### config.mk
export PLATFORM = sky130hd
export DESIGN_NAME = lsbi_log_cell
export DESIGN_NICKNAME = d
export VERILOG_FILES = /design/src/hw/rtl/lsbi_pkg.sv /design/src/hw/rtl/lsbi_log_cell.sv
export SDC_FILE = /design/constraint.sdc
export NUM_CORES = 2
export LEC_CHECK = 0
export ABC_AREA = 1
export BUFFER_PORTS_ARGS = -buffer_cell sky130_fd_sc_hd__buf_2
export CORE_ASPECT_RATIO = 1.5
export CORE_MARGIN = 3
export CORE_UTILIZATION = 40
export DETAILED_ROUTE_END_ITERATION = 12
export GPL_TIMING_DRIVEN = 1
export SLEW_MARGIN = 20
export SYNTH_ARGS = -nofsm -noshare
export SYNTH_HDL_FRONTEND = slang
export SYNTH_SLANG_ARGS = --single-unit
export TNS_END_PERCENT = 5
### constraint.sdc
create_clock -name clock -period 8.2 [get_ports clock]
set_input_delay 0.41 -clock clock [delete_from_list [all_inputs] [get_ports clock]]
set_output_delay 0.41 -clock clock [all_outputs]
set_load 0.05 [all_outputs]
### src/hw/rtl/lsbi_pkg.sv
// ----------------------------------------------------------------------------
// lsbi_pkg
// Shared constants, types and helpers of the log scale bucket index core.
// ----------------------------------------------------------------------------
package lsbi_pkg;

   localparam int VALUE_W         = 31;
   localparam int MANT_W          = 31;
   localparam int MSB_W           = 5;
   localparam int SCALE_W         = 13;
   localparam int BUCKET_W        = 10;
   localparam int SCALE_FRAC_BITS = 8;
   localparam int BUCKET_BIAS     = 128;
   localparam int BUCKET_MAX      = 1023;
   localparam int CSR_INDEX_W     = 2;
   localparam int REQ_DATA_W      = 32;
   localparam int RSP_DATA_W      = 16;

   localparam logic [VALUE_W-1:0] MINIMUM_RESET = '0;
   localparam logic [VALUE_W-1:0] HIGHEST_RESET = VALUE_W'(1);
   localparam logic [SCALE_W-1:0] SCALE_RESET   = SCALE_W'(256);

   typedef enum logic [CSR_INDEX_W-1:0] {
      CSR_MINIMUM = 2'd0,
      CSR_HIGHEST = 2'd1,
      CSR_SCALE   = 2'd2
   } csr_index_type;

   typedef struct packed {
      logic is_zero;
      logic at_min;
   } flag_type;

   // position of the highest set bit, 0 for a zero value
   function automatic logic [MSB_W-1:0] find_msb(input logic [VALUE_W-1:0] x);
      logic [MSB_W-1:0] pos;
      pos = '0;
      for (int i = 0; i < VALUE_W; i++) begin
         if (x[i]) begin
            pos = MSB_W'(i);
         end
      end
      return pos;
   endfunction

endpackage

### src/hw/rtl/lsbi_log_cell.sv
// ----------------------------------------------------------------------------
// lsbi_log_cell
// One log2 fraction bit: squares both mantissas and shifts in the new bits.
// ----------------------------------------------------------------------------
module lsbi_log_cell #(
   parameter int LOG_W = 21
) (
   input  logic                              clock,
   input  logic                              reset,
   input  logic                              in_valid,
   output logic                              in_ready,
   input  logic [lsbi_pkg::MANT_W-1:0]       in_mant_p,
   input  logic [lsbi_pkg::MANT_W-1:0]       in_mant_h,
   input  logic [LOG_W-1:0]                  in_log_p,
   input  logic [LOG_W-1:0]                  in_log_h,
   input  lsbi_pkg::flag_type                in_flags,
   output logic                              out_valid,
   input  logic                              out_ready,
   output logic [lsbi_pkg::MANT_W-1:0]       out_mant_p,
   output logic [lsbi_pkg::MANT_W-1:0]       out_mant_h,
   output logic [LOG_W-1:0]                  out_log_p,
   output logic [LOG_W-1:0]                  out_log_h,
   output lsbi_pkg::flag_type                out_flags
);
   import lsbi_pkg::*;

   logic                    valid_ff, valid_in;
   logic [MANT_W-1:0]       mant_p_ff, mant_p_in;
   logic [MANT_W-1:0]       mant_h_ff, mant_h_in;
   logic [LOG_W-1:0]        log_p_ff, log_p_in;
   logic [LOG_W-1:0]        log_h_ff, log_h_in;
   flag_type                flags_ff;
   logic [2*MANT_W-1:0]     prod_p, prod_h;
   logic [MANT_W:0]         sq_p, sq_h;
   logic                    bit_p, bit_h;
   logic                    take;

   assign in_ready = !valid_ff || out_ready;
   assign take     = in_valid && in_ready;

   always_comb begin
      prod_p    = (2*MANT_W)'(in_mant_p) * (2*MANT_W)'(in_mant_p);
      prod_h    = (2*MANT_W)'(in_mant_h) * (2*MANT_W)'(in_mant_h);
      // Q2.30 square, at or above 2.0 when the top bit is set
      sq_p      = prod_p[2*MANT_W-1:MANT_W-1];
      sq_h      = prod_h[2*MANT_W-1:MANT_W-1];
      bit_p     = sq_p[MANT_W];
      bit_h     = sq_h[MANT_W];
      mant_p_in = bit_p ? sq_p[MANT_W:1] : sq_p[MANT_W-1:0];
      mant_h_in = bit_h ? sq_h[MANT_W:1] : sq_h[MANT_W-1:0];
      log_p_in  = {in_log_p[LOG_W-2:0], bit_p};
      log_h_in  = {in_log_h[LOG_W-2:0], bit_h};
      valid_in  = take || (valid_ff && !out_ready);
   end

   always_ff @(posedge clock) begin
      if (reset) begin
         valid_ff <= 1'b0;
      end else begin
         valid_ff <= valid_in;
      end
   end

   always_ff @(posedge clock) begin
      if (take) begin
         mant_p_ff <= mant_p_in;
         mant_h_ff <= mant_h_in;
         log_p_ff  <= log_p_in;
         log_h_ff  <= log_h_in;
         flags_ff  <= in_flags;
      end
   end

   assign out_valid  = valid_ff;
   assign out_mant_p = mant_p_ff;
   assign out_mant_h = mant_h_ff;
   assign out_log_p  = log_p_ff;
   assign out_log_h  = log_h_ff;
   assign out_flags  = flags_ff;

endmodule

==> impl_metrics.toml <==
[worst_setup_path]
crit_family = "adder cells"
critPathSlowestCell = "fa_1"
reg2reg_depth = 2
cp.arrival_ns = 7.63
r2r_slack_ns = 6.50
startpoint_type = "primary input"
cp.required_ns = 8.34
path_buf_inv = 8
rr_startpoint = "out_valid"
crit_fanout = 28
timing.rr.end = "out_flags[1]"
worstSetupPathType = "in2reg"
cp_slowest_stage_delay_ns = 0.57
crit_top_cell = "fa_1"
critPathCaptureType = "register"

[clock_tree]
cts_tree = "yes"
post_cts_buffers = 0
numCtsBuffers = 9
clkTransAtPathRegs_ns = 0.07
postCtsHoldBufs = 0
cts_root_buffer = "clkbuf_16"
cts.sinks = 107
clk_latency_ns = 0.39
ctsLongestPathBuffers = 2
cts_resized = 0
htree_num_levels = 3

[sta]
clock_skew_ns = 0.01475
finalWorstSetupSlack_ns = 0.7062
slew_headroom_pct = 36.64
clock.fmax_ghz = 0.1334
period_minus_slack_ns = 7.494
finalMaxSlewViolations = 0
finalSetupViolations = 0
setup_tns_ns = 0
hold_slack_ns = 0.1753
fin_crit_sh_pct = 91.39
rsz0062_at_grt = "false"
worstMarginPinSlew_ns = 0.9503
hold_violations = 0

[detailed_routing]
ant_nets = 0
wl_mm = 176.7
drc_errors = 0
dr_total_vias = 47180
routedWlPerCell_um = 17.75
drt-initial-drc-count = 2443
firstDrtPassIters = 7
viasPerCell = 4.741

[yosys]
synth_largest_area_cell = "fa_1"
yosys.cell_types.count = 38
synth_top_area_share_pct = 48.26
synthCells = 7759
synthesis.nets = 9897
seq_area_frac_synth_pct = 5.168
syn_area_per_cell_um2 = 7.988
ys_ff_latch = 107
synth.area.top_cells = "fa_1, inv_1, nand2_1"
syn_area_mm2 = 0.06198
yosysWarnings = 0

[placement]
pre_cts_ws_ns = 0.3575
numPortBuffers = 215
globalplace.congestion = 0.9817
dp_hpwl_mm = 155.7

[floorplanning]
core_area_mm2 = 0.1537
dieArea_mm2 = 0.1598
die_w_um = 327.4
rows = 176
initial_core_util_pct = 40.32
fp.dieH_um = 488.1
ioPinCount = 218

[grt]
grt_util_all_layers_pct = 23.13
grt_antenna_before_repair = 10
grt_pass1_vias = 53810
grt_max_degree = 75
gr-total-overflow = 0
grt_pass1_wl_mm = 284.5

[worst_hold_path]
hold_class = "in2reg"
hold_start = "reset"
hold_depth = 2
hold_end = "out_valid"

[layout]
areaGrowthSynthToFinish_pct = 6.618
drive_above_1_share_pct = 4.633
final_net_count = 10030

[run_status]
outcome = "completed"

[flow_run]
maxCapViolCount = 0
## registers in the layout, summed over array words and instances, names as in the netlist
| register | count |
|---|---|
| out_mant_h | 31 |
| out_mant_p | 31 |
| out_log_h | 21 |
| out_log_p | 21 |
| out_flags | 2 |
| out_valid | 1 |
## cell type report
class                      count  area (um^2)
fill                       15820        87630
multi-input combinational   4801        48030
inverter                    2649         9943
sequential                   107         3203
tap                         2047         2561
timing repair buffer         327         2029
clock buffer                  10        229.0
clock inverter                 6        76.32
antenna                        4        10.01
## worst reg2reg max path, cell delays in order, from the launching register on
cell	delay [ns]
dfxtp_1	0.35
a21oi_4	0.17
buf_4	0.73
## stage by stage
stage                     util, %  cell area [um^2]  cells
after floorplan                 -             61980   7759
after global placement      42.78             65760   9931
after detailed placement    42.78             65760   9931
after CTS                   42.98             66070   9947
after global routing        42.98             66070   9947
final                       42.99             66080   9951
## routing by layer
| layer | routed length [um] | global-route usage, % | part of all wire [%] |
|---|---|---|---|
| met2 | 97120 | 45.24 | 55 |
| met1 | 60130 | 23.83 | 34 |
| met4 | 12450 | 12.98 | 7.0 |
| met5 | 13 | 0 | 0.0074 |
| met3 | 6950 | 2.153 | 3.9 |
## cells in the final DEF (no fill, tap or decap), types with 4 or more instances in the layout
master,Yosys,layout
or2_2,7,7
a21o_1,5,5
nand2_1,2097,2097
xnor2_1,23,23
and3_1,4,4
and2_1,9,9
nand3_1,127,127
a31o_2,4,4
a21oi_1,121,120
buf_12,0,9
o21bai_1,26,26
ha_1,534,534
buf_4,9,103
o21ai_0,33,33
nor4_1,4,4
fa_1,1494,1494
nor3_1,20,20
buf_2,1,215
clkbuf_16,0,9
inv_1,2647,2647
nand4_1,27,27
nor2_1,211,211
diode_2,0,4
edfxtp_1,106,106
xor2_1,37,37
## cell families after synthesis
group	share of synthesized area [%]
fa+ha+maj	59.04
xor+xnor	0.8479
flops	5.168
simple gates	15.85
buf+inv	17.36
compound gates	1.738
## worst max path at each step
| stage | from | endpoint | slack [ns] | depth (start not counted) |
|---|---|---|---|---|
| after global placement | in_mant_h[17] | out_mant_h[14] | 0.39 | 27 |
| after floorplan | in_mant_p[25] | out_mant_p[21] | 1.24 | 30 |
| after CTS | in_mant_h[17] | out_mant_h[17] | 0.76 | 27 |
| after detailed placement | in_mant_h[17] | out_mant_h[24] | 0.36 | 27 |
| after global routing | in_mant_p[11] | out_mant_p[8] | 0.41 | 28 |
| final | in_mant_h[17] | out_mant_h[17] | 0.71 | 27 |
## cells in the mapped netlist
| cell type | n |
|---|---|
| inv_1 | 2647 |
| nand2_1 | 2097 |
| fa_1 | 1494 |
| ha_1 | 534 |
| nor2_1 | 211 |
| clkbuf_1 | 171 |
| nand3_1 | 127 |
| a21oi_1 | 121 |
| edfxtp_1 | 106 |
| xor2_1 | 37 |
| o21ai_0 | 33 |
| nand4_1 | 27 |
| o21bai_1 | 26 |
| xnor2_1 | 23 |
| nor3_1 | 20 |
| buf_1 | 18 |
| and2_1 | 9 |
| buf_4 | 9 |
| or2_2 | 7 |
| a21o_1 | 5 |
| a31o_2 | 4 |
| and3_1 | 4 |
| nor4_1 | 4 |
| a21boi_0 | 3 |
| buf_6 | 3 |
| nand2_2 | 3 |
| nand3b_1 | 3 |
| nor2_2 | 3 |
| a21oi_2 | 1 |
| buf_2 | 1 |
| clkinv_1 | 1 |
| dfxtp_1 | 1 |
| inv_2 | 1 |
| nand2_4 | 1 |
| nand3_2 | 1 |
| nor3_2 | 1 |
| nor4_2 | 1 |
| o21a_1 | 1 |
Power is left out: the tool's default activity adds up to more than one toggle a clock period on the data nets, which glitch-free logic cannot reach.
