$ cat src/hw/rtl/lsbi_pkg.sv
// ----------------------------------------------------------------------------
// lsbi_pkg
// Shared constants, types and helpers of the log scale bucket index core.
// ----------------------------------------------------------------------------
package lsbi_pkg;

   localparam int VALUE_W         = 31;
   localparam int MANT_W          = 31;
   localparam int MSB_W           = 5;
   localparam int SCALE_W         = 13;
   localparam int BUCKET_W        = 10;
   localparam int SCALE_FRAC_BITS = 8;
   localparam int BUCKET_BIAS     = 128;
   localparam int BUCKET_MAX      = 1023;
   localparam int CSR_INDEX_W     = 2;
   localparam int REQ_DATA_W      = 32;
   localparam int RSP_DATA_W      = 16;

   localparam logic [VALUE_W-1:0] MINIMUM_RESET = '0;
   localparam logic [VALUE_W-1:0] HIGHEST_RESET = VALUE_W'(1);
   localparam logic [SCALE_W-1:0] SCALE_RESET   = SCALE_W'(256);

   typedef enum logic [CSR_INDEX_W-1:0] {
      CSR_MINIMUM = 2'd0,
      CSR_HIGHEST = 2'd1,
      CSR_SCALE   = 2'd2
   } csr_index_type;

   typedef struct packed {
      logic is_zero;
      logic at_min;
   } flag_type;

   // position of the highest set bit, 0 for a zero value
   function automatic logic [MSB_W-1:0] find_msb(input logic [VALUE_W-1:0] x);
      logic [MSB_W-1:0] pos;
      pos = '0;
      for (int i = 0; i < VALUE_W; i++) begin
         if (x[i]) begin
            pos = MSB_W'(i);
         end
      end
      return pos;
   endfunction

endpackage

$ cat src/hw/rtl/lsbi_norm.sv
// ----------------------------------------------------------------------------
// lsbi_norm
// Entry stage: special-case flags, integer log and mantissa normalization.
// ----------------------------------------------------------------------------
module lsbi_norm #(
   parameter int LOG_W = 21
) (
   input  logic                              clock,
   input  logic                              reset,
   input  logic                              in_valid,
   output logic                              in_ready,
   input  logic [lsbi_pkg::VALUE_W-1:0]      preference,
   input  logic [lsbi_pkg::VALUE_W-1:0]      minimum_value,
   input  logic [lsbi_pkg::VALUE_W-1:0]      highest_value,
   output logic                              out_valid,
   input  logic                              out_ready,
   output logic [lsbi_pkg::MANT_W-1:0]       out_mant_p,
   output logic [lsbi_pkg::MANT_W-1:0]       out_mant_h,
   output logic [LOG_W-1:0]                  out_log_p,
   output logic [LOG_W-1:0]                  out_log_h,
   output lsbi_pkg::flag_type                out_flags
);
   import lsbi_pkg::*;

   logic                 valid_ff, valid_in;
   logic [MANT_W-1:0]    mant_p_ff, mant_p_in;
   logic [MANT_W-1:0]    mant_h_ff, mant_h_in;
   logic [LOG_W-1:0]     log_p_ff, log_p_in;
   logic [LOG_W-1:0]     log_h_ff, log_h_in;
   flag_type             flags_ff, flags_in;
   logic [VALUE_W-1:0]   high_eff;
   logic [MSB_W-1:0]     msb_p, msb_h;
   logic                 take;

   assign in_ready = !valid_ff || out_ready;
   assign take     = in_valid && in_ready;

   always_comb begin
      high_eff         = (highest_value == '0) ? VALUE_W'(1) : highest_value;
      msb_p            = find_msb(preference);
      msb_h            = find_msb(high_eff);
      mant_p_in        = preference << (MSB_W'(MANT_W - 1) - msb_p);
      mant_h_in        = high_eff << (MSB_W'(MANT_W - 1) - msb_h);
      log_p_in         = LOG_W'(msb_p);
      log_h_in         = LOG_W'(msb_h);
      flags_in.is_zero = (preference == '0);
      flags_in.at_min  = (preference <= minimum_value);
      valid_in         = take || (valid_ff && !out_ready);
   end

   always_ff @(posedge clock) begin
      if (reset) begin
         valid_ff <= 1'b0;
      end else begin
         valid_ff <= valid_in;
      end
   end

   always_ff @(posedge clock) begin
      if (take) begin
         mant_p_ff <= mant_p_in;
         mant_h_ff <= mant_h_in;
         log_p_ff  <= log_p_in;
         log_h_ff  <= log_h_in;
         flags_ff  <= flags_in;
      end
   end

   assign out_valid  = valid_ff;
   assign out_mant_p = mant_p_ff;
   assign out_mant_h = mant_h_ff;
   assign out_log_p  = log_p_ff;
   assign out_log_h  = log_h_ff;
   assign out_flags  = flags_ff;

endmodule

$ cat config.mk
export PLATFORM = sky130hd
export DESIGN_NAME = lsbi_norm
export DESIGN_NICKNAME = d
export VERILOG_FILES = /design/src/hw/rtl/lsbi_pkg.sv /design/src/hw/rtl/lsbi_norm.sv
export SDC_FILE = /design/constraint.sdc
export NUM_CORES = 1
export LEC_CHECK = 0
export BUFFER_PORTS_ARGS = -buffer_cell sky130_fd_sc_hd__buf_2
export CAP_MARGIN = 20
export CORE_ASPECT_RATIO = 1.5
export CORE_MARGIN = 8
export CORE_UTILIZATION = 59
export CTS_BUF_LIST = sky130_fd_sc_hd__clkbuf_4 sky130_fd_sc_hd__clkbuf_8
export DETAILED_ROUTE_END_ITERATION = 7
export PLACE_DENSITY = 0.92
export RECOVER_POWER = 100
export SLEW_MARGIN = 0
export SYNTH_ARGS = -nofsm -noshare
export SYNTH_HDL_FRONTEND = slang
export SYNTH_SLANG_ARGS = --single-unit
export TNS_END_PERCENT = 50
$ cat constraint.sdc
create_clock -name clock -period 7.6 [get_ports clock]
set_input_delay 0.76 -clock clock [delete_from_list [all_inputs] [get_ports clock]]
set_output_delay 0.76 -clock clock [all_outputs]
set_load 0.01 [all_outputs]
==> metrics <==
power density relative to cell area 165.1 mW/mm^2; All-Layer GR Usage 30.74%; via count of the first global-routing pass approximately 7700; number of maximum-capacitance constraint violations 3; DRC violation total after the first TritonRoute iteration roughly 720; min cycle time layout 5.808 ns; sum of negative setup slack 0 ns; clock-pin slew reported for the worst setup and hold paths after clock tree synthesis 0.08 ns; antenna-violating nets left 0; CTS tree done; register bit count reported by yosys 75; Nets 1118; number of buffers created by CTS 9; number of hold-slack violations in the final timing report 0; final core occ 66.46%; total detailed-routing wirelength 26590 um; final number of setup-violating endpoints 0; multiplexer share of the synthesized area 18.42%; post-route non-filler standard cell count around 1200; share of cells above drive strength 1 16.10%; post-route cell area 0.008524 mm^2; FF/Latch Area ~0.0022 mm^2; Mapped Cells 840; maximum clock rate approximately 170 MHz; number of core rows 51; final critical-path share of the clock period between 70% and 80%; average wire per cell in the routed design ~23 um; H-tree depth reported by CTS 3; number of fill cells 1119; number of antenna cells inserted 0; number of buffers on the longest clock path 2; Distinct cells, synth 87; post-synthesis compound-gate area fraction 21.21%; maximum vdd drop 0.00008540 V; mean cell area of the mapped netlist 9.107 um^2; overall power 1.408 mW; fraction of the yosys area taken by sequential cells 29.31%; total setup buffers inserted after CTS 0; total instance count after detailed placement 1135; Starting Density 59.64%; synthesis-to-finish area growth 11.43%; crit path capture type register; Slew headroom -207.9%; CTS sink count 75; commonest cells after routing, fill and taps aside 91 x sky130_fd_sc_hd__buf_2, 89 x sky130_fd_sc_hd__mux2i_1, 85 x sky130_fd_sc_hd__clkbuf_1; IO Count 205; number of enable-type register cells in the synthesized netlist 74; routed via count divided by cell count roughly 6.7; wire length of the first global-routing pass roughly 40000 um; Post-Synth Adder-Cell Area 5.234%; post-route clock skew 0.007928 ns; category of the worst setup path launch point input port; Worst-Skew Late Latency 0.37 ns; number of antenna violations at the first check in global routing 0; overflow left after global routing 0; CTS root buffer sky130_fd_sc_hd__clkbuf_8; gp weighted congestion approximately 1.0; critical path peak fanout 26; Required @ worst endpoint 7.71 ns; die extent in y 155.5 um; failing checks capacitance limit, slew limit; via count 7678; RSZ-0062 raised after global routing false; area of the die 0.01694 mm^2; cells taking the most area after synthesis sky130_fd_sc_hd__edfxtp_1 29%, sky130_fd_sc_hd__mux2i_1 12%, sky130_fd_sc_hd__ha_1 5.2%; class of the tightest hold or removal check register to register; Least-Margin Pin Slew approximately 4.6 ns; dominant register cell in the synthesized netlist sky130_fd_sc_hd__edfxtp_1; status complete, but fails checks; number of port buffers 172; number of search-and-repair iterations in the first detailed-routing pass 8; dominant combinational cell family by area after synthesis compound AO/OA/AOI/OAI gates; Crit path arrival time roughly 5.9 ns; xor and xnor area share after synthesis 0.8014%; Cell Area, Synth 0.007650 mm^2; Post-Place Cell Area 0.008443 mm^2; synthesis warning total 0; hold-fix buffer count after cts 0; library cell with the largest summed area after synthesis sky130_fd_sc_hd__edfxtp_1; Floorplan Core Area 0.01283 mm^2; Resized Gates After CTS 0; most common cell after layout, fill and taps aside sky130_fd_sc_hd__buf_2; proportion of synthesized flip-flops having asynchronous set or reset 0%; leakage component of the power 3.511 nW; area of combinational cells with multiple inputs 0.004823 mm^2; HPWL after detailed placement about 21000 um; simple logic cell fraction of the synthesized area 15.72%; post-detailed-route DRC marker count 0; type of the worst setup path input port to register; portion of synthesized cell area occupied by the leading cell type 29.05%; pin count of the biggest net entering global routing 75; horizontal die dimension 109.0 um; Final Max Tran Viols about 140
-- cell type report --
class,instances,area share [%]
clock buffer,9,1.453
clock inverter,7,0.9834
inverter,60,2.642
multi-input combinational,660,56.58
sequential,75,26.30
tap,159,2.334
timing repair buffer,183,9.702
-- synth_stat cells, types with 12 or more instances --
| cell type | n |
|---|---|
| sky130_fd_sc_hd__a21oi_1 | 51 |
| sky130_fd_sc_hd__nor4_1 | 16 |
| sky130_fd_sc_hd__nor2_1 | 66 |
| sky130_fd_sc_hd__nand2b_1 | 13 |
| sky130_fd_sc_hd__mux4_2 | 12 |
| sky130_fd_sc_hd__ha_1 | 32 |
| sky130_fd_sc_hd__inv_1 | 56 |
| sky130_fd_sc_hd__buf_2 | 13 |
| sky130_fd_sc_hd__clkbuf_1 | 20 |
| sky130_fd_sc_hd__buf_4 | 34 |
| sky130_fd_sc_hd__mux2_2 | 14 |
| sky130_fd_sc_hd__edfxtp_1 | 74 |
| sky130_fd_sc_hd__o21ai_0 | 32 |
| sky130_fd_sc_hd__o21a_1 | 14 |
| sky130_fd_sc_hd__nor3_1 | 28 |
| sky130_fd_sc_hd__nand2_1 | 61 |
| sky130_fd_sc_hd__mux2i_1 | 89 |
-- worst max-delay path, cell delays in order --
cell                       delay (ns)
sky130_fd_sc_hd__clkbuf_1        0.37
sky130_fd_sc_hd__inv_1           0.13
sky130_fd_sc_hd__a21oi_1         0.42
sky130_fd_sc_hd__o21ai_0         0.21
sky130_fd_sc_hd__o211ai_1        0.54
sky130_fd_sc_hd__a21oi_1         0.33
sky130_fd_sc_hd__nor3_4          0.22
sky130_fd_sc_hd__clkbuf_1        1.21
sky130_fd_sc_hd__mux2_1          0.40
sky130_fd_sc_hd__o21ai_0         0.58
sky130_fd_sc_hd__o21ai_0         0.20
sky130_fd_sc_hd__or4_1           0.52
-- sequential cells by signal, summed over array words and instances (netlist names) --
| name | cells |
|---|---|
| out_valid | 1 |
| out_log_p | 5 |
| out_mant_h | 31 |
| out_flags | 2 |
| out_log_h | 5 |
| out_mant_p | 31 |
-- worst paths after layout --
kind	start	slack, ns	to	cells after the start
hold reg to reg	out_valid$_SDFF_PP0_	0.52	out_valid$_SDFF_PP0_	2
setup reg to reg	out_valid$_SDFF_PP0_	3.36	out_mant_h[28]$_DFFE_PP_	2
hold / removal	out_valid$_SDFF_PP0_	0.52	out_valid$_SDFF_PP0_	2
setup / recovery	highest_value[9]	1.79	out_mant_h[26]$_DFFE_PP_	12
-- layer usage --
metal,track usage [%],part of all wire [%]
met1,29.41,32
met2,54.25,51
met3,7.246,9.5
met4,24.43,7.8
met5,0,0
-- where the power goes --
group | internal, mW | leakage [nW] | switching, mW
Combinational | 0.203 | 2.69 | 0.341
Sequential | 0.519 | 0.718 | 0.0177
Clock | 0.158 | 0.103 | 0.169
Total | 0.880 | 3.51 | 0.528
-- stage by stage --
stage / setup WS, ns / hold slack (ns)
3_5_place_dp: 2.848 / 0.5209
6_report: 1.792 / 0.5187
2_1_floorplan: 3.025 / 0.5930
4_1_cts: 3.241 / 0.5286
5_1_grt: 1.656 / 0.5390
3_3_place_gp: 2.860 / 0.4943
-- cells by family after synthesis --
| kind of cell | after synthesis |
|---|---|
| buffers and inverters | 136 |
| xor gates and xnor gates | 4 |
| and+or+nand+nor | 246 |
| AOI/OAI and AO/OA | 226 |
| adders and majority gates | 32 |
| other | 2 |
| muxes | 119 |
| DFF | 75 |
Power figures use the tool's default switching activity.
