--- config.mk ---
export PLATFORM = sky130hd
export DESIGN_NAME = lsbi_scale
export DESIGN_NICKNAME = d
export VERILOG_FILES = /design/src/hw/rtl/lsbi_pkg.sv /design/src/hw/rtl/lsbi_scale.sv
export SDC_FILE = /design/constraint.sdc
export NUM_CORES = 1
export LEC_CHECK = 0
export BUFFER_PORTS_ARGS = -buffer_cell sky130_fd_sc_hd__buf_4
export CAP_MARGIN = 25
export CORE_ASPECT_RATIO = 1.75
export CORE_MARGIN = 2
export CORE_UTILIZATION = 25
export DETAILED_ROUTE_END_ITERATION = 16
export GPL_ROUTABILITY_DRIVEN = 0
export GPL_TIMING_DRIVEN = 0
export SLEW_MARGIN = 20
export SYNTH_ARGS = -nofsm -noshare
export SYNTH_HDL_FRONTEND = slang
export SYNTH_SLANG_ARGS = --single-unit
--- constraint.sdc ---
create_clock -name clock -period 9.3 [get_ports clock]
set_input_delay 0.465 -clock clock [delete_from_list [all_inputs] [get_ports clock]]
set_output_delay 0.465 -clock clock [all_outputs]
set_load 0.02 [all_outputs]
--- src/hw/rtl/lsbi_pkg.sv ---
// ----------------------------------------------------------------------------
// lsbi_pkg
// Shared constants, types and helpers of the log scale bucket index core.
// ----------------------------------------------------------------------------
package lsbi_pkg;

   localparam int VALUE_W         = 31;
   localparam int MANT_W          = 31;
   localparam int MSB_W           = 5;
   localparam int SCALE_W         = 13;
   localparam int BUCKET_W        = 10;
   localparam int SCALE_FRAC_BITS = 8;
   localparam int BUCKET_BIAS     = 128;
   localparam int BUCKET_MAX      = 1023;
   localparam int CSR_INDEX_W     = 2;
   localparam int REQ_DATA_W      = 32;
   localparam int RSP_DATA_W      = 16;

   localparam logic [VALUE_W-1:0] MINIMUM_RESET = '0;
   localparam logic [VALUE_W-1:0] HIGHEST_RESET = VALUE_W'(1);
   localparam logic [SCALE_W-1:0] SCALE_RESET   = SCALE_W'(256);

   typedef enum logic [CSR_INDEX_W-1:0] {
      CSR_MINIMUM = 2'd0,
      CSR_HIGHEST = 2'd1,
      CSR_SCALE   = 2'd2
   } csr_index_type;

   typedef struct packed {
      logic is_zero;
      logic at_min;
   } flag_type;

   // position of the highest set bit, 0 for a zero value
   function automatic logic [MSB_W-1:0] find_msb(input logic [VALUE_W-1:0] x);
      logic [MSB_W-1:0] pos;
      pos = '0;
      for (int i = 0; i < VALUE_W; i++) begin
         if (x[i]) begin
            pos = MSB_W'(i);
         end
      end
      return pos;
   endfunction

endpackage

--- src/hw/rtl/lsbi_scale.sv ---
// ----------------------------------------------------------------------------
// lsbi_scale
// Log difference times scale, then bias, floor, clamp and output register.
// ----------------------------------------------------------------------------
module lsbi_scale #(
   parameter int LOG_FRAC_BITS = 16,
   parameter int LOG_W         = 21
) (
   input  logic                              clock,
   input  logic                              reset,
   input  logic                              in_valid,
   output logic                              in_ready,
   input  logic [LOG_W-1:0]                  in_log_p,
   input  logic [LOG_W-1:0]                  in_log_h,
   input  lsbi_pkg::flag_type                in_flags,
   input  logic [lsbi_pkg::SCALE_W-1:0]      scale_factor,
   output logic                              out_valid,
   input  logic                              out_ready,
   output logic [lsbi_pkg::BUCKET_W-1:0]     out_bucket
);
   import lsbi_pkg::*;

   localparam int DIFF_W    = LOG_W + 1;
   localparam int PROD_W    = SCALE_W + 1 + DIFF_W;
   localparam int TOT_W     = PROD_W + 1;
   localparam int FIX_POINT = LOG_FRAC_BITS + SCALE_FRAC_BITS;
   localparam int Q_W       = TOT_W - FIX_POINT;
   localparam logic [TOT_W-1:0] ONE_FIX  = TOT_W'(1) << FIX_POINT;
   localparam logic [TOT_W-1:0] BIAS_FIX = TOT_W'(BUCKET_BIAS) << FIX_POINT;

   logic                        mul_valid_ff, mul_valid_in;
   logic signed [PROD_W-1:0]    prod_ff, prod_in;
   flag_type                    mul_flags_ff;
   logic signed [DIFF_W-1:0]    diff;
   logic                        mul_ready, mul_take, mul_adv;

   logic                        out_valid_ff, out_valid_in;
   logic [BUCKET_W-1:0]         bucket_ff, bucket_in;
   logic signed [TOT_W-1:0]     total;
   logic [Q_W-1:0]              q;

   assign mul_ready = !out_valid_ff || out_ready;
   assign in_ready  = !mul_valid_ff || mul_ready;
   assign mul_take  = in_valid && in_ready;
   assign mul_adv   = mul_valid_ff && mul_ready;

   always_comb begin
      diff         = $signed({1'b0, in_log_p}) - $signed({1'b0, in_log_h});
      prod_in      = PROD_W'($signed({1'b0, scale_factor})) * PROD_W'(diff);
      mul_valid_in = mul_take || (mul_valid_ff && !mul_ready);
   end

   always_comb begin
      total = TOT_W'(prod_ff) + $signed(BIAS_FIX);
      q     = total[TOT_W-1:FIX_POINT];
      if (mul_flags_ff.is_zero) begin
         bucket_in = '0;
      end else if (mul_flags_ff.at_min || (total < $signed(ONE_FIX))) begin
         bucket_in = BUCKET_W'(1);
      end else if (q > Q_W'(BUCKET_MAX)) begin
         bucket_in = BUCKET_W'(BUCKET_MAX);
      end else begin
         bucket_in = q[BUCKET_W-1:0];
      end
      out_valid_in = mul_adv || (out_valid_ff && !out_ready);
   end

   always_ff @(posedge clock) begin
      if (reset) begin
         mul_valid_ff <= 1'b0;
         out_valid_ff <= 1'b0;
      end else begin
         mul_valid_ff <= mul_valid_in;
         out_valid_ff <= out_valid_in;
      end
   end

   always_ff @(posedge clock) begin
      if (mul_take) begin
         prod_ff      <= prod_in;
         mul_flags_ff <= in_flags;
      end
      if (mul_adv) begin
         bucket_ff <= bucket_in;
      end
   end

   assign out_valid  = out_valid_ff;
   assign out_bucket = bucket_ff;

   a_zero_bucket : assert property (@(posedge clock) disable iff (reset)
      mul_adv && mul_flags_ff.is_zero |=> out_valid_ff && bucket_ff == '0)
      else $error("zero item did not give bucket zero");

   a_min_bucket : assert property (@(posedge clock) disable iff (reset)
      mul_adv && !mul_flags_ff.is_zero && mul_flags_ff.at_min
      |=> bucket_ff == BUCKET_W'(1))
      else $error("item at or below minimum did not give bucket one");

   a_nonzero_bucket : assert property (@(posedge clock) disable iff (reset)
      mul_adv && !mul_flags_ff.is_zero |=> bucket_ff != '0)
      else $error("nonzero item gave bucket zero");

   a_stage_move : assert property (@(posedge clock) disable iff (reset)
      mul_adv |=> out_valid_ff)
      else $error("item lost between multiply and output stage");

endmodule

==> run_results.csv <==
group,metric,value,unit
clocking,cts.path.max_buffers,2,
layout,syn2layout_area_growth,11.9,%
clocking,clock-root-buffer,"clkbuf_16",
route,drtIter0Drc,430,
layout,nets,1886,
synthesis,syn_area,12300,sq um
synthesis,synth_ff_type,"edfxtp_1",
worst_setup_path,crit_slowest_cell,"fa_1",
die,die_h,298,um
run_status,outcome,"complete, no violations",
layout,layout.cells.non_filler,2103,
timing,setup_viol,0,
timing,maxSlewViolCount,0,
timing,rsz0062_at_grt,"false",
timing,fin_tns_setup,0,ps
timing,hold_viol_final,0,
timing,period_share,93.3,%
die,rows,107,
timing,fin_hold_ws,357,ps
route,postRouteAntennaNets,0,
worst_setup_path,rr_startpoint,"prod_ff[31]",
timing,fin_worst_skew,3.90,ps
synthesis,synth_area_per_cell,8.98,sq um
worst_setup_path,critPathRequiredTime,9300,ps
synthesis,synth_seq_cells,26,
timing,min_period,8680,ps
clocking,cts_sinks,26,
min_path,worstHoldStart,"reset",
clocking,cts_tree,"done",
die,fp.dieW,172,um
grt,grt_antenna_before_repair,0,
worst_setup_path,critPathLaunch,"in_log_p[0]",
worst_setup_path,criticalPathCategory,"in2reg",
synthesis,seq_area_frac_synth,6.17,%
clocking,worstSkewPairLatency,270,ps
run,cap_violations,0,
grt,grt_pass1_vias,10900,
worst_setup_path,crit_arrival,8670,ps
timing,fmax,115,MHz
timing,maxSlewHeadroom,30.1,%
route,drt_first_pass_iters,5,
synthesis,ys_types,63,
route,wl_per_cell,16.3,um
die,start_util,25.3,%
route,route.vias.total,9413,
clocking,numCtsBuffers,3,
synthesis,synth_nets,1809,
synthesis,synth_warnings,0,
min_path,hold_path.class,"in2reg",
worst_setup_path,cp-end-kind,"flip-flop",
layout,fillCellCount,5259,
layout,diodes,0,
worst_setup_path,r2r_setup_slack,7040,ps
grt,overflow,0,
synthesis,async_flop_share,0,%
die,die_area,51200,sq um
synthesis,syn_inst,1373,
placed_design,hpwl,30100,um
worst_setup_path,slowest_delay,570,ps
grt,grt_first_pass_wirelength,55500,um
route,via_per_inst,4.48,
clocking,cts_max_level,1,
die,boundaryPins,73,
route,routed_wl,34200,um
clocking,clkSlewWorstSetupHoldPaths,60,ps
grt,grt_start_max_net_pins,16,
worst_setup_path,path_common_cell,"fa_1",
clocking,post_cts_buffers,0,
worst_setup_path,startpoint_type,"input pin",
synthesis,synth_edf_count,24,
route,drc,0,
grt,track_usage,14.1,%
layout,drive_gt1_share,7.38,%
timing,worst_pin_slew,1040,ps
layout,utilization,28.3,%
placed_design,dpl.cell_count,2099,
worst_setup_path,path_max_fanout,10,
die,coreArea,48700,sq um
placed_design,port_buffers,72,
==> synthesized netlist by cell type (all sizes together) (3+ instances only) <==
cell type,count,area [sq um]
o211ai,3,22.5
inv,347,1300
o21ai,22,110
xnor2,26,228
nand3,5,25.0
nand2b,23,144
nor4,6,37.5
mux2i,7,70.1
buf,9,63.8
nor2b,26,163
a31oi,7,43.8
a211oi,4,35.0
a21o,14,105
ha,107,1340
and2,114,713
nand4,6,37.5
xor2,9,86.3
nand2,170,638
o21bai,3,22.5
edfxtp,24,721
o21a,10,76.3
mux2,6,78.8
fa,268,5370
nor3,8,40.0
a2111oi,3,51.3
a21oi,35,186
clkbuf,43,161
nor2,33,129
and3,6,37.5
==> per-layer routing <==
metal / share of wire (%) / global-route usage, % / vias up / wire length [um]
li1: - / - / 4252 / -
met1: 32 / 13.2 / 4840 / 10800
met2: 57 / 27.9 / 218 / 19500
met3: 2.5 / 0.970 / 103 / 842
met4: 8.9 / 9.90 / 0 / 3050
met5: 0 / 0 / - / 0
==> sequential cells by signal, indices dropped and copies added, names as in the netlist <==
signal / flops
mul_valid_ff: 1
out_bucket: 10
prod_ff: 12
mul_flags_ff: 2
out_valid: 1
==> placed cells by master (no fill, tap or decap), types with 7 or more instances in the layout <==
| master | netlist | routed |
|---|---|---|
| mux2i_1 | 7 | 7 |
| a31oi_1 | 7 | 7 |
| edfxtp_1 | 24 | 24 |
| nor2_1 | 31 | 31 |
| and2_1 | 114 | 114 |
| o21a_1 | 9 | 9 |
| buf_4 | 0 | 72 |
| xnor2_1 | 26 | 26 |
| nor2b_1 | 26 | 26 |
| nand2b_1 | 23 | 23 |
| xor2_1 | 8 | 8 |
| clkbuf_1 | 43 | 43 |
| ha_1 | 107 | 107 |
| nor3_1 | 8 | 8 |
| nand2_1 | 170 | 170 |
| a21oi_1 | 32 | 32 |
| fa_1 | 268 | 268 |
| o21ai_0 | 18 | 18 |
| a21o_1 | 14 | 14 |
| inv_1 | 347 | 347 |
==> final timing paths <==
path | endpoint | depth (start not counted)
setup reg to reg | out_bucket[2] | 9
hold reg to reg | out_valid | 2
setup / recovery | prod_ff[29] | 30
hold / removal | mul_valid_ff | 2
==> layout make-up <==
| cell class | instances | area, sq um | share of cell area [%] |
|---|---|---|---|
| Multi-Input combinational cell | 948 | 10000 | 72.8 |
| Inverter | 347 | 1300 | 9.44 |
| Tap cell | 654 | 818 | 5.93 |
| Sequential cell | 26 | 761 | 5.51 |
| Timing Repair Buffer | 72 | 541 | 3.92 |
| Buffer | 52 | 225 | 1.63 |
| Clock buffer | 3 | 75.1 | 0.544 |
| Clock inverter | 1 | 30.0 | 0.218 |
==> metrics by stage <==
stage | setup slack, ps | cell area (sq um)
after CTS | 353 | 13800
after global placement | 169 | 13700
final | 624 | 13800
after detailed placement | 85.7 | 13700
after global routing | 210 | 13800
after floorplan | 1730 | 12300
==> critical path: cells and delay by family <==
| kind | cells | cell delay (ps) |
|---|---|---|
| fa+ha+maj | 9 | 4080 |
| compound gates | 8 | 1810 |
| xor+xnor | 1 | 320 |
| simple gates | 6 | 1190 |
| buf+inv | 6 | 810 |
==> repair_timing <==
item | 4_1_cts | 5_1_grt
resized for setup | 0 | 1
hold buffers | 0 | 0
setup endpoints to repair | 0 | 5
==> kinds of logic after synthesis <==
family | share of synthesized area, %
buffers and inverters | 12.4
and+or+nand+nor | 16.7
AOI/OAI and AO/OA | 6.65
adders and majority gates | 54.4
xor gates and xnor gates | 2.55
muxes | 1.21
DFF | 6.17
Power is left out: the tool's default activity adds up to more than one toggle a clock period on the data nets, which glitch-free logic cannot reach.
